$ cat config.mk
export PLATFORM = sky130hd
export DESIGN_NAME = token_substring_matcher
export DESIGN_NICKNAME = d
export VERILOG_FILES = /design/src/design/tsm_pkg.sv /design/src/design/tsm_csr.sv /design/src/design/tsm_window.sv /design/src/design/tsm_tracker.sv /design/src/design/token_substring_matcher.sv
export SDC_FILE = /design/constraint.sdc
export NUM_CORES = 1
export LEC_CHECK = 0
export ABC_AREA = 1
export BUFFER_PORTS_ARGS = -buffer_cell sky130_fd_sc_hd__buf_2
export CORE_MARGIN = 2
export CORE_UTILIZATION = 65
export CTS_BUF_LIST = sky130_fd_sc_hd__clkbuf_8
export CTS_CLUSTER_DIAMETER = 200
export CTS_CLUSTER_SIZE = 24
export DETAILED_ROUTE_END_ITERATION = 12
export PLACE_DENSITY_LB_ADDON = 0.05
export REMOVE_ABC_BUFFERS = 1
export SLEW_MARGIN = 20
export SYNTH_ARGS = -nofsm -noshare
export SYNTH_HDL_FRONTEND = slang
export SYNTH_HIERARCHICAL = 1
export SYNTH_SLANG_ARGS = --single-unit
$ cat constraint.sdc
create_clock -name clock -period 13.4 [get_ports clock]
set_input_delay 0 -clock clock [delete_from_list [all_inputs] [get_ports clock]]
set_output_delay 0 -clock clock [all_outputs]
set_load 0.02 [all_outputs]
$ cat src/design/tsm_pkg.sv
// shared types, constants and helpers for the token substring matcher
// no dependencies; used by every module of the block by scoped names
package tsm_pkg;

   localparam int MAX_KEY_LEN = 16;
   localparam int KEY_LEN_W   = $clog2(MAX_KEY_LEN + 1);
   localparam int KEY_IDX_W   = $clog2(MAX_KEY_LEN);

   localparam logic [7:0]  CHAR_SPACE    = 8'h20;
   localparam logic [7:0]  CHAR_NEWLINE  = 8'h0A;
   localparam logic [7:0]  CHAR_UPPER_A  = 8'h41;
   localparam logic [7:0]  CHAR_UPPER_Z  = 8'h5A;
   localparam logic [7:0]  CASE_OFFSET   = 8'h20;
   localparam logic [7:0]  OFFSET_MAX    = 8'hFF;
   localparam logic [15:0] TOTAL_MAX     = 16'hFFFF;

   typedef enum logic [1:0] {
      CSR_KEY_LOW  = 2'd0,
      CSR_KEY_HIGH = 2'd1,
      CSR_KEY_LEN  = 2'd2,
      CSR_FOLD     = 2'd3
   } csr_index_type;

   typedef logic [MAX_KEY_LEN-1:0][7:0] key_bytes_type;

   typedef struct packed {
      key_bytes_type        key;
      logic [KEY_LEN_W-1:0] key_length;
      logic                 fold_case;
   } cfg_type;

   // per-item control from the input stage
   typedef struct packed {
      logic shift;   // plain byte joins the token
      logic close;   // token ends with this item
   } step_type;

   typedef struct packed {
      logic [15:0] match_total;
      logic [7:0]  first_offset;
      logic        token_matched;
   } result_type;

   function automatic logic [7:0] fold_char(input logic [7:0] c, input logic en);
      logic [7:0] r;
      r = c;
      if (en && c >= CHAR_UPPER_A && c <= CHAR_UPPER_Z) begin
         r = c + CASE_OFFSET;
      end
      return r;
   endfunction

   function automatic logic is_delim(input logic [7:0] c);
      return (c == CHAR_SPACE) || (c == CHAR_NEWLINE);
   endfunction

endpackage

$ cat src/design/tsm_csr.sv
// configuration registers: keyword bytes, keyword length and case folding
// depends on tsm_pkg
module tsm_csr (
   input  logic                clock,
   input  logic                reset,
   input  logic                csr_valid,
   output logic                csr_ready,
   input  logic [1:0]          csr_index,
   input  logic [63:0]         csr_data,
   output tsm_pkg::cfg_type    cfg
);

   logic [63:0]                     key_low_ff,  key_low_in;
   logic [63:0]                     key_high_ff, key_high_in;
   logic [tsm_pkg::KEY_LEN_W-1:0]   key_len_ff,  key_len_in;
   logic                            fold_ff,     fold_in;
   tsm_pkg::csr_index_type          index;

   assign csr_ready = 1'b1;
   assign index     = tsm_pkg::csr_index_type'(csr_index);

   always_comb begin
      key_low_in  = key_low_ff;
      key_high_in = key_high_ff;
      key_len_in  = key_len_ff;
      fold_in     = fold_ff;
      if (csr_valid) begin
         unique case (index)
            tsm_pkg::CSR_KEY_LOW:  key_low_in  = csr_data;
            tsm_pkg::CSR_KEY_HIGH: key_high_in = csr_data;
            tsm_pkg::CSR_KEY_LEN:  key_len_in  = csr_data[tsm_pkg::KEY_LEN_W-1:0];
            tsm_pkg::CSR_FOLD:     fold_in     = csr_data[0];
            default: ;
         endcase
      end
   end

   always_ff @(posedge clock) begin
      if (reset) begin
         key_low_ff  <= '0;
         key_high_ff <= '0;
         key_len_ff  <= '0;
         fold_ff     <= 1'b0;
      end else begin
         key_low_ff  <= key_low_in;
         key_high_ff <= key_high_in;
         key_len_ff  <= key_len_in;
         fold_ff     <= fold_in;
      end
   end

   assign cfg.key        = tsm_pkg::key_bytes_type'({key_high_ff, key_low_ff});
   assign cfg.key_length = key_len_ff;
   assign cfg.fold_case  = fold_ff;

endmodule

$ cat src/design/tsm_window.sv
// sliding window of the newest token bytes and the parallel keyword compare
// depends on tsm_pkg
module tsm_window (
   input  logic               clock,
   input  logic               shift,
   input  logic [7:0]         text_byte,
   input  tsm_pkg::cfg_type   cfg,
   output logic               key_hit
);

   // newest byte at index 0
   logic [tsm_pkg::MAX_KEY_LEN-1:0][7:0] recent_ff, recent_in;
   logic [tsm_pkg::MAX_KEY_LEN-1:0]      lane_ok;
   logic                                 len_ok;

   always_comb begin
      recent_in[0] = text_byte;
      for (int j = 1; j < tsm_pkg::MAX_KEY_LEN; j++) begin
         recent_in[j] = recent_ff[j-1];
      end
   end

   // key byte i lines up with window byte (length - 1 - i)
   always_comb begin
      logic [tsm_pkg::KEY_LEN_W-1:0] sel;
      for (int i = 0; i < tsm_pkg::MAX_KEY_LEN; i++) begin
         sel = cfg.key_length - tsm_pkg::KEY_LEN_W'(1) - tsm_pkg::KEY_LEN_W'(i);
         lane_ok[i] = (tsm_pkg::KEY_LEN_W'(i) >= cfg.key_length) ||
            (tsm_pkg::fold_char(cfg.key[i], cfg.fold_case) ==
             tsm_pkg::fold_char(recent_in[sel[tsm_pkg::KEY_IDX_W-1:0]], cfg.fold_case));
      end
   end

   assign len_ok  = (cfg.key_length != '0) &&
                    (cfg.key_length <= tsm_pkg::KEY_LEN_W'(tsm_pkg::MAX_KEY_LEN));
   assign key_hit = len_ok && (&lane_ok);

   always_ff @(posedge clock) begin
      if (shift) begin
         recent_ff <= recent_in;
      end
   end

endmodule

$ cat src/design/tsm_tracker.sv
// per-token position and first-hit tracking, match total and result register
// depends on tsm_pkg
module tsm_tracker (
   input  logic                           clock,
   input  logic                           reset,
   input  tsm_pkg::step_type              step,
   input  logic                           key_hit,
   input  logic [tsm_pkg::KEY_LEN_W-1:0]  key_length,
   input  logic                           rsp_tready,
   output logic                           rsp_valid,
   output tsm_pkg::result_type            result
);

   logic [7:0]          pos_ff,    pos_in;
   logic                seen_ff,   seen_in;
   logic [7:0]          offset_ff, offset_in;
   logic [15:0]         total_ff,  total_in;
   logic                valid_ff,  valid_in;
   tsm_pkg::result_type result_ff, result_in;

   logic [7:0]  pos_step;
   logic        sat;
   logic        hit_now;
   logic        seen_next;
   logic [7:0]  offset_next;
   logic        emit;

   always_comb begin
      sat       = (pos_ff == tsm_pkg::OFFSET_MAX);
      pos_step  = pos_ff;
      if (step.shift && !sat) begin
         pos_step = pos_ff + 8'd1;
      end
      hit_now     = step.shift && !seen_ff && key_hit &&
                    (pos_step >= 8'(key_length));
      seen_next   = seen_ff | hit_now;
      offset_next = offset_ff;
      if (hit_now) begin
         offset_next = sat ? tsm_pkg::OFFSET_MAX : (pos_step - 8'(key_length));
      end
      emit = step.close && (pos_step != 8'd0);

      total_in = total_ff;
      if (emit && seen_next && total_ff != tsm_pkg::TOTAL_MAX) begin
         total_in = total_ff + 16'd1;
      end

      if (step.close) begin
         pos_in    = '0;
         seen_in   = 1'b0;
         offset_in = '0;
      end else begin
         pos_in    = pos_step;
         seen_in   = seen_next;
         offset_in = offset_next;
      end

      result_in = result_ff;
      valid_in  = valid_ff && !rsp_tready;
      if (emit) begin
         valid_in                = 1'b1;
         result_in.token_matched = seen_next;
         result_in.first_offset  = seen_next ? offset_next : 8'd0;
         result_in.match_total   = total_in;
      end
   end

   always_ff @(posedge clock) begin
      if (reset) begin
         pos_ff    <= '0;
         seen_ff   <= 1'b0;
         offset_ff <= '0;
         total_ff  <= '0;
         valid_ff  <= 1'b0;
      end else begin
         pos_ff    <= pos_in;
         seen_ff   <= seen_in;
         offset_ff <= offset_in;
         total_ff  <= total_in;
         valid_ff  <= valid_in;
      end
   end

   always_ff @(posedge clock) begin
      result_ff <= result_in;
   end

   assign rsp_valid = valid_ff;
   assign result    = result_ff;

   a_total_steps: assert property (@(posedge clock) disable iff (reset)
      !reset |=> (total_ff == $past(total_ff)) || (total_ff == $past(total_ff) + 16'd1))
      else $error("match total moved by more than one");

   a_offset_needs_hit: assert property (@(posedge clock) disable iff (reset)
      !seen_ff |-> (offset_ff == 8'd0))
      else $error("hit offset set without a hit");

   a_hit_needs_token: assert property (@(posedge clock) disable iff (reset)
      (pos_ff == 8'd0) |-> !seen_ff)
      else $error("hit recorded in an empty token");

   a_miss_zero_offset: assert property (@(posedge clock) disable iff (reset)
      (valid_ff && !result_ff.token_matched) |-> (result_ff.first_offset == 8'd0))
      else $error("non-matching result carries an offset");

endmodule

$ cat src/design/token_substring_matcher.sv
// top level of the token substring matcher: input register, window, tracker
// depends on tsm_pkg, tsm_csr, tsm_window, tsm_tracker
//
//  channel  dir   handshake              payload
//  req      in    req_tvalid/req_tready  tdata: text_byte; tlast: end_of_text
//  rsp      out   rsp_tvalid/rsp_tready  tdata: token_matched, first_offset, match_total
//  csr      in    csr_valid/csr_ready    csr_index, csr_data (64 bit)
//
//  one item per cycle sustained while no result waits; the window compare and token update
//  run combinationally from the item in the input register into the result register
//  a closing byte is taken into the input register and its result registered in the result register
//  a waiting result holds the input register; if empty it still takes one item
//  reset is synchronous and clears keyword, token state and match total
//  csr_ready is always high; configuration is expected while the block is idle
module token_substring_matcher (
   input  logic         clock,
   input  logic         reset,

   input  logic         req_tvalid,
   output logic         req_tready,
   input  logic [7:0]   req_tdata,     // [7:0] text_byte
   input  logic         req_tlast,     // end_of_text

   output logic         rsp_tvalid,
   input  logic         rsp_tready,
   output logic [31:0]  rsp_tdata,     // [0] token_matched, [8:1] first_offset,
                                       // [24:9] match_total, [31:25] zero

   input  logic         csr_valid,
   output logic         csr_ready,
   input  logic [1:0]   csr_index,
   input  logic [63:0]  csr_data
);

   tsm_pkg::cfg_type    cfg;
   tsm_pkg::step_type   step;
   tsm_pkg::result_type result;

   // input register
   logic        in_valid_ff, in_valid_in;
   logic [7:0]  in_byte_ff;
   logic        in_last_ff;
   logic        advance;
   logic        delim;
   logic        key_hit;
   logic        rsp_valid;

   // the held item moves on whenever the result register is free or being drained
   assign advance    = in_valid_ff && (!rsp_valid || rsp_tready);
   assign req_tready = !in_valid_ff || advance;

   always_comb begin
      in_valid_in = in_valid_ff;
      if (req_tvalid && req_tready) begin
         in_valid_in = 1'b1;
      end else if (advance) begin
         in_valid_in = 1'b0;
      end
   end

   always_ff @(posedge clock) begin
      if (reset) begin
         in_valid_ff <= 1'b0;
      end else begin
         in_valid_ff <= in_valid_in;
      end
   end

   always_ff @(posedge clock) begin
      if (req_tvalid && req_tready) begin
         in_byte_ff <= req_tdata;
         in_last_ff <= req_tlast;
      end
   end

   // space and newline end a token; end of text closes after its byte
   assign delim      = tsm_pkg::is_delim(in_byte_ff);
   assign step.shift = advance && !delim;
   assign step.close = advance && (delim || in_last_ff);

   tsm_csr u_csr (
      .clock     (clock),
      .reset     (reset),
      .csr_valid (csr_valid),
      .csr_ready (csr_ready),
      .csr_index (csr_index),
      .csr_data  (csr_data),
      .cfg       (cfg)
   );

   tsm_window u_window (
      .clock     (clock),
      .shift     (step.shift),
      .text_byte (in_byte_ff),
      .cfg       (cfg),
      .key_hit   (key_hit)
   );

   tsm_tracker u_tracker (
      .clock      (clock),
      .reset      (reset),
      .step       (step),
      .key_hit    (key_hit),
      .key_length (cfg.key_length),
      .rsp_tready (rsp_tready),
      .rsp_valid  (rsp_valid),
      .result     (result)
   );

   assign rsp_tvalid = rsp_valid;
   assign rsp_tdata  = {7'd0, result.match_total, result.first_offset,
                        result.token_matched};

endmodule

# [After elaboration in Yosys (flattened, before gate mapping)]
# Cells that the tools add are included.
[totals] reg_bits=323 in_bits=80 output_inout_bits=35 wordCells=388
[op_classes] add_sub_neg=51 magnitude_cmp=98 eq_ne=23 n_mux=71 bitwise_logic=1 n_reduce_logical=114
[ops] cell="8-bit binary-select mux with 4-bit select" n=16
[ops] cell="8-bit 2-to-1 mux" n=51
[ops] cell="8-bit by 6-bit adder with 8-bit output, second input constant" n=32
[ops] cell="8-bit by 7-bit greater-or-equal comparator with 1-bit output, second input constant" n=32
[ops] cell="8-bit by 7-bit <= comparator with 1-bit output, second input constant" n=32
[ops] cell="8-bit == test" n=16
[ops] cell="4-bit by 5-bit < comparator with 1-bit output, second input constant" n=16
[ops] cell="1-bit logical AND" n=78
[ops] cell="4-bit by 5-bit greater-or-equal comparator with 1-bit output, first input constant" n=8
[ops] cell="4-bit subtractor, second input constant" n=8
[ops] cell="3-bit by 5-bit greater-or-equal comparator with 1-bit output, first input constant" n=4
[ops] cell="1-bit logical OR" n=20
[ops] cell="16-bit by 1-bit adder with 16-bit output, second input constant" n=1
[ops] cell="16-bit 2-to-1 mux" n=1
[ops] cell="16-bit != test, second input constant" n=1
[ops] cell="16-bit AND reduction" n=1
[ops] cell="4-bit by 3-bit subtractor with 4-bit output, second input constant" n=4
[ops] cell="1-bit by 5-bit greater-or-equal comparator with 1-bit output, first input constant" n=2
[ops] cell="2-bit by 5-bit greater-or-equal comparator with 1-bit output, first input constant" n=2
[ops] cell="8-bit by 1-bit adder with 8-bit output, second input constant" n=1
[ops] cell="8-bit by 4-bit == test with 1-bit output, second input constant" n=1
[ops] cell="8-bit by 6-bit == test with 1-bit output, second input constant" n=1
[ops] cell="8-bit == test, second input constant" n=1
[ops] cell="8-bit by 5-bit greater-or-equal comparator with 1-bit output" n=1
[ops] cell="other kinds (15)" n=28

# [Logic depth before layout (Yosys ltp)]
[logic_depth] word_depth=18 ltp_mapped=38 ltp_nobuf=33

# [Cells and area by module]
# Netlist, hierarchy kept.
[by_module_without_submodules] module="tsm_window" instances=1 cells_per_inst=3016 area_per_inst_um2=16518.3 seq_area_each_um2=3603.5
[by_module_without_submodules] module="tsm_csr" instances=1 cells_per_inst=871 area_per_inst_um2=5791.8 seq_area_each_um2=2682.6
[by_module_without_submodules] module="tsm_tracker" instances=1 cells_per_inst=371 area_per_inst_um2=3141.8 seq_area_each_um2=1431.4
[by_module_without_submodules] module="token_substring_matcher" instances=1 cells_per_inst=42 area_per_inst_um2=454.2 seq_area_each_um2=290.3

# [Worst setup path after synthesis]
# OpenSTA, ideal clock, no wires.
[synth_timing] path_type="register to register" start="register in_byte_ff[3]" end="register u_tracker.result_ff (netlist bit u_tracker/result[14]), data pin" setup_ns=0.254 arrival_ns=9.328 required_ns=13.146 slack_ns=3.818 stages_incl_launch_ff=24 path_buffers=3 period_less_slack_ns=9.582 path_cell_list="edfxtp_1 > inv_1 > nor2_1 > nand2_1 > nand2_2 > a21oi_1 > buf_2 > nand3_1 > nand2_2 > ha_1 > inv_1 > fa_1 > inv_1 > nor2_1 > nor2_1 > o21ai_0 > nand2_1 > nand3_2 > o21ai_4 > nand2_4 > buf_6 > buf_6 > nand4_1 > nand2_1"
[synth_lines] item="start: declaration" line="token_substring_matcher.sv:41" source="logic [7:0] in_byte_ff;"
[synth_lines] item="start signal: assignment" line="token_substring_matcher.sv:71" source="in_byte_ff <= req_tdata;"
[synth_lines] item="end signal: assignment" line="tsm_tracker.sv:85" source="result_ff <= result_in;"
[synth_lines] item="end: declaration" line="tsm_tracker.sv:19" source="tsm_pkg::result_type result_ff, result_in;"

# [Worst setup path after layout]
[layout_timing] start="register u_csr/key_len_ff[0] (netlist bit)" end="register u_tracker.result_ff (netlist bit u_tracker/result[23]), data pin"
[layout_between] elab_chain_cells=18 elab_cells_between_ends=204 classes_between="add/sub (32); order compare (50); eq/ne (16); mux (49); bitwise (1); reduce/logical (56)"
[layout_lines] item="start: declaration" line="tsm_csr.sv:15" source="logic [tsm_pkg::KEY_LEN_W-1:0] key_len_ff, key_len_in;"
[layout_lines] item="start signal: assignment" line="tsm_csr.sv:47" source="key_len_ff <= key_len_in;"
[layout_lines] item="4-bit by 1-bit subtractor with 4-bit output" line="tsm_window.sv:27" source="sel = cfg.key_length - tsm_pkg::KEY_LEN_W'(1) - tsm_pkg::KEY_LEN_W'(i);"
[layout_lines] item="4-bit by 1-bit subtractor with 4-bit output, or another cell as far along" line="tsm_window.sv:27"
[layout_lines] item="8-bit binary-select mux with 4-bit select" line="tsm_window.sv:30" source="tsm_pkg::fold_char(recent_in[sel[tsm_pkg::KEY_IDX_W-1:0]], cfg.fold_case));"
[layout_lines] item="8-bit 2-to-1 mux (implied by the code)" line="tsm_window.sv:30"
[layout_lines] item="8-bit by 7-bit greater-or-equal comparator with 1-bit output" line="tsm_pkg.sv:47" source="if (en && c >= CHAR_UPPER_A && c <= CHAR_UPPER_Z) begin"
[layout_lines] item="1-bit logical AND (2 in series)" line="tsm_pkg.sv:47"
[layout_lines] item="8-bit 2-to-1 mux" line="tsm_pkg.sv:47"
[layout_lines] item="8-bit == test" line="tsm_window.sv:29" source="(tsm_pkg::fold_char(cfg.key[i], cfg.fold_case) =="
[layout_lines] item="1-bit logical OR" line="tsm_window.sv:28" source="lane_ok[i] = (tsm_pkg::KEY_LEN_W'(i) >= cfg.key_length) ||"
[layout_lines] item="16-bit AND reduction" line="tsm_window.sv:36" source="assign key_hit = len_ok && (&lane_ok);"
[layout_lines] item="1-bit logical AND *" line="tsm_window.sv:36"
[layout_lines] item="net key_hit" line="token_substring_matcher.sv:45" source="logic key_hit;"
[layout_lines] item="1-bit logical AND * (2 in series)" line="tsm_tracker.sv:34" source="hit_now = step.shift && !seen_ff && key_hit &&"
[layout_lines] item="1-bit bitwise OR *" line="tsm_tracker.sv:36" source="seen_next = seen_ff | hit_now;"
[layout_lines] item="1-bit logical AND * (2 in series)" line="tsm_tracker.sv:44" source="if (emit && seen_next && total_ff != tsm_pkg::TOTAL_MAX) begin"
[layout_lines] item="16-bit 2-to-1 mux *" line="tsm_tracker.sv:44"
[layout_lines] item="net u_tracker.total_in[14]" line="tsm_tracker.sv:17" source="logic [15:0] total_ff, total_in;"
# Mark *: on every way through the listed nets, which the timed path passes. The rest lies on a longest branch. The select of a mux whose other input is x is not followed.
# A chain may end at the register's enable or synchronous reset.

==> reports/summary.md <==
Before antenna repair, the detailed router went through 6 iterations. The run gives 0.161 as the share of power burned in the clock network. Post-layout minimum cycle time: 6.74 ns.

After synthesis, the mean cell area works out to 6.02 µm². In this run the vertical extent of the chip is 204 µm. The ratio of cells with drive above 1 in the final layout is 0.0596, and the last weighted congestion value of the routability-driven placer is 0.988.

Based on the critical path, the design can be clocked at up to 0.148 GHz. The root buffer cell chosen for the clock tree is clkbuf_8. The number of clock buffers added by TritonCTS is 17.

The post-cts repair resize count is 0, and the share of the synthesized area in the top cell type is 0.258. The startpoint identified for the worst register-to-register timing path is u_csr/key_len_ff[0]$_SDFFE_PP0P_. The share of synthesized registers carrying an async set or reset came out at 0. The synthesized design contains 323 register bits. Registers take 8010 µm².

The worst setup path is launched from a flop. Cell seen most often among critical-path stages: nand2_1. The critical register-to-register path endpoint is u_tracker/result[23]$_DFFE_PP_.

During synthesis, Yosys emitted a total of 6 warnings. Flop-to-flop setup slack: 6.66 ns. STA classifies the critical path endpoint as a flop. Clock-pin slew was measured on the worst setup and hold paths at 0.15 ns. The share of the clock period used by the worst path was 0.503; the count of nets after finishing was 4,473. Combinational share of power: 0.437. The tools report the placement row count as 73. Global-route usage over all layers: 0.356.

The first routing iteration left 2,694 violations. The number of nets with antenna violations after detailed routing came out at 0. Setup repair after global routing left no endpoint under its margin. The depth of the most critical reg-to-reg path works out to 29. The predominant post-synthesis flop cell was dfxtp_1. The relative max-transition margin is 0.328, and the number of buffers inserted by post-CTS setup repair is 0.

The tools report the hold buffer count at CTS as 83. The path class of the tightest hold or removal check is input port to flop. Summed over all instances, the cell type with the most area after synthesis is nand2_1. The run gives 13.77 ns as the required time reported for the critical path endpoint. The number of max-slew violations in the final report was 0.

For this run, design rule violations remaining after detail routing come to 0. The worst clock skew came out at 0.0508 ns. Summed over all layers, the routed wires come to 74,900 µm.

Average wire per standard cell: 15.3 µm. For the pin with the worst max-slew slack, the measured transition is 1.01 ns. The width of the die was 204 µm.

For hold timing, the worst endpoint is in_last_ff$_DFFE_PP_. The path type of the worst setup path was flop to flop. The cell family contributing the most delay on the critical path is simple AND/OR/NAND/NOR gates. CTS saw 323 sinks. The post-synth design cell area is 25,900 µm², and the final number of setup-violating endpoints is 0. By area the synthesized netlist is led by nand2_1, edfxtp_1, dfxtp_1, nand3_1, inv_1.

Sequential share of power: 0.402. The HPWL after detailed placement was 54,800 µm; the cell depth of the worst hold path was 2. The total net switching power was 1.21 mW. The reported leakage power is 13.9 nW, and the number of synthesized flops with an enable pin is 154. The flow ran to the end, and the final reports show no timing, DRC or antenna violations.

In this run the most critical hold path is launched from req_tlast. The tools report the number of top-level pins as 115. The clock passes through at most 3 buffers. The worst setup path startpoint is u_csr/key_len_ff[0]$_SDFFE_PP0P_. For the worst setup path, the data arrival time is 7.11 ns. The tools report the deepest level of the CTS H-tree as 1. The part of the Yosys area used for sequential elements came out at 0.309. Entering global routing, the biggest net connects 99 pins. In the routed layout, each cell is associated on average with a via count of 5.46. Initial antenna violation count: 1.

The total power divided by cell area was 102 nW/µm²; the synthesized instance count was 4,300. The internal power of the cells totals 1.58 mW. The total of buffers placed on input and output ports was 106; the max-cap check violation count was 0. The area enclosed by the die boundary was 41,500 µm²; the signed area change from the synthesized netlist to the final layout was 5.47%. TritonCTS built the clock tree.

The number of global-route vias before repair came out at 23,300. The worst stage delay on the critical path works out to 0.65 ns. The multi-input combinational cells in the finished layout cover a total of 15,000 µm². Hold is met by 0.105 ns. The switching power share of the total works out to 0.435. The starting density of the core was 0.655; the final count of hold timing violations was 0.

The critical path contains buffers and inverters numbering 6 combined. The first global-routing pass estimated 119,000 µm of wire. Number of inserted filler cells in the final layout: 3,734.

Of all nets on the critical path, the largest fanout is 69. Summed over all layers, the global routing overflow is 0. For the final routed database, the setup TNS stands at 0 ns.

Clock network latency to the later pin of the worst-skew pair: 0.64 ns. Yosys mapped the design onto 55 distinct sky130hd cell types. VDD sags by at most 0.0950 mV. The slowest stage of the critical path is the dfxtp_4 cell. The tools report the placeable core area as 39,500 µm². Detailed routing inserted a total of 26,700 vias.
==> synth_stat cells (3+ instances only) <==
| cell type | number |
|---|---|
| nand3b_1 | 19 |
| dfxtp_1 | 169 |
| ha_1 | 43 |
| nor3_1 | 25 |
| buf_6 | 26 |
| inv_1 | 478 |
| buf_4 | 23 |
| and2_1 | 7 |
| a21oi_2 | 9 |
| o211ai_1 | 10 |
| clkbuf_1 | 17 |
| nor4_1 | 11 |
| a21oi_1 | 91 |
| o22ai_1 | 8 |
| nand4_1 | 62 |
| or2_2 | 16 |
| o21bai_1 | 16 |
| nor2_2 | 11 |
| inv_2 | 7 |
| nand4_2 | 8 |
| buf_2 | 110 |
| o21ai_0 | 49 |
| nand3_2 | 8 |
| nand2_2 | 32 |
| o21ai_1 | 22 |
| nor2_4 | 4 |
| xor2_1 | 45 |
| nand2_1 | 1783 |
| mux2i_1 | 3 |
| buf_1 | 11 |
| nand2_4 | 7 |
| nand3_1 | 547 |
| edfxtp_1 | 154 |
| nor2_1 | 426 |
| xnor2_1 | 21 |
==> how the worst max path moves through the flow <==
stage / slack [ns] / cells past startpoint / to
2_1_floorplan: 2.60 / 28 / u_tracker/result[15]$_DFFE_PP_
3_3_place_gp: 7.02 / 27 / u_tracker/result[22]$_DFFE_PP_
4_1_cts: 6.84 / 26 / u_tracker/result[22]$_DFFE_PP_
6_report: 6.66 / 29 / u_tracker/result[23]$_DFFE_PP_
3_5_place_dp: 6.89 / 26 / u_tracker/result[22]$_DFFE_PP_
5_1_grt: 6.12 / 28 / u_tracker/result[23]$_DFFE_PP_
==> cell usage in the layout (no fill, tap or decap), types with 2 or more instances in the layout <==
| cell type | count |
|---|---|
| o22ai_1 | 8 |
| clkinv_1 | 2 |
| o21bai_1 | 16 |
| nand4_1 | 62 |
| and2_1 | 7 |
| nand2_1 | 1782 |
| inv_4 | 2 |
| dfxtp_1 | 168 |
| xnor2_1 | 21 |
| nand3_1 | 547 |
| clkbuf_8 | 17 |
| nand4_2 | 8 |
| nor2_1 | 425 |
| a21oi_2 | 9 |
| xor2_1 | 45 |
| a21oi_1 | 90 |
| edfxtp_1 | 154 |
| dlygate4sd3_1 | 83 |
| buf_2 | 105 |
| nor2_2 | 11 |
| conb_1 | 8 |
| ha_1 | 42 |
| nor2_4 | 5 |
| nand2_2 | 33 |
| inv_1 | 489 |
| nand3_2 | 7 |
| mux2i_1 | 3 |
| nand3b_1 | 19 |
| nand3_4 | 2 |
| o211ai_1 | 10 |
| or2_2 | 16 |
| a21oi_4 | 2 |
| o21ai_1 | 22 |
| nor3_1 | 25 |
| nand2_4 | 7 |
| inv_2 | 5 |
| nor4_1 | 11 |
| o21ai_0 | 49 |
| buf_4 | 24 |
==> flip-flops by register name, summed over array words and instances (netlist names), 5 cells and up <==
signal	cells
u_csr/key_high_ff	64
in_byte_ff	8
u_tracker/result	25
u_window/recent_ff	120
u_csr/key_low_ff	64
u_tracker/total_ff	16
u_tracker/pos_ff	8
u_tracker/offset_ff	8
u_csr/key_len_ff	5
==> cells by family (layout without fill, tap and decap cells) <==
family	after synthesis	in the layout	share of synthesized area
and+or+nand+nor	2971	2971	0.483
DFF	323	323	0.309
adders and majority gates	44	44	0.0215
other	2	9	0.000290
xor gates and xnor gates	66	66	0.0223
AOI/OAI and AO/OA	216	216	0.0479
muxes	3	3	0.00116
buffers and inverters	675	729	0.115
==> routing by layer <==
layer  up-vias  GRT usage  wire (µm)
met5         -          0          9
met4         2      0.144       3330
met3       169     0.0623       6670
met2      1016      0.573      32900
met1     11900      0.476      32000
li1      13600          -          -
==> per-stage QoR <==
step           power (mW)  utilization  setup WS (ns)  instances  cell area (µm²)
2_1_floorplan        2.01            -           2.60       4118            24800
4_1_cts              2.77        0.691           6.84       4885            27300
6_report             2.79        0.691           6.66       4886            27300
3_5_place_dp         2.31        0.662           6.89       4772            26200
5_1_grt              2.99        0.691           6.12       4885            27300
3_3_place_gp         2.30        0.662           7.02       4772            26200
==> cell type report <==
type / instances / share of cell area
Antenna cell: 1 / 0.0000916
Tap cell: 525 / 0.0240
Sequential cell: 323 / 0.293
Inverter: 487 / 0.0671
Timing Repair Buffer: 212 / 0.0562
Multi-Input combinational cell: 3308 / 0.548
Clock inverter: 13 / 0.00238
Clock buffer: 17 / 0.00856
==> power by group through the flow <==
stage          clock, mW  combinational, mW  sequential, mW
2_1_floorplan          0              0.872            1.14
3_3_place_gp           0               1.16            1.14
3_5_place_dp           0               1.17            1.14
4_1_cts            0.456               1.19            1.12
5_1_grt            0.483               1.38            1.13
6_report           0.448               1.22            1.12
==> worst register-to-register path, delay by kind of cell (launching register included) <==
family / cells / cell delay, ns
simple gates: 18 / 2.73
buf+inv: 6 / 1.69
flops: 1 / 0.65
compound gates: 3 / 0.79
fa+ha+maj: 2 / 0.64
No activity file was read; power rests on OpenSTA's default activity.
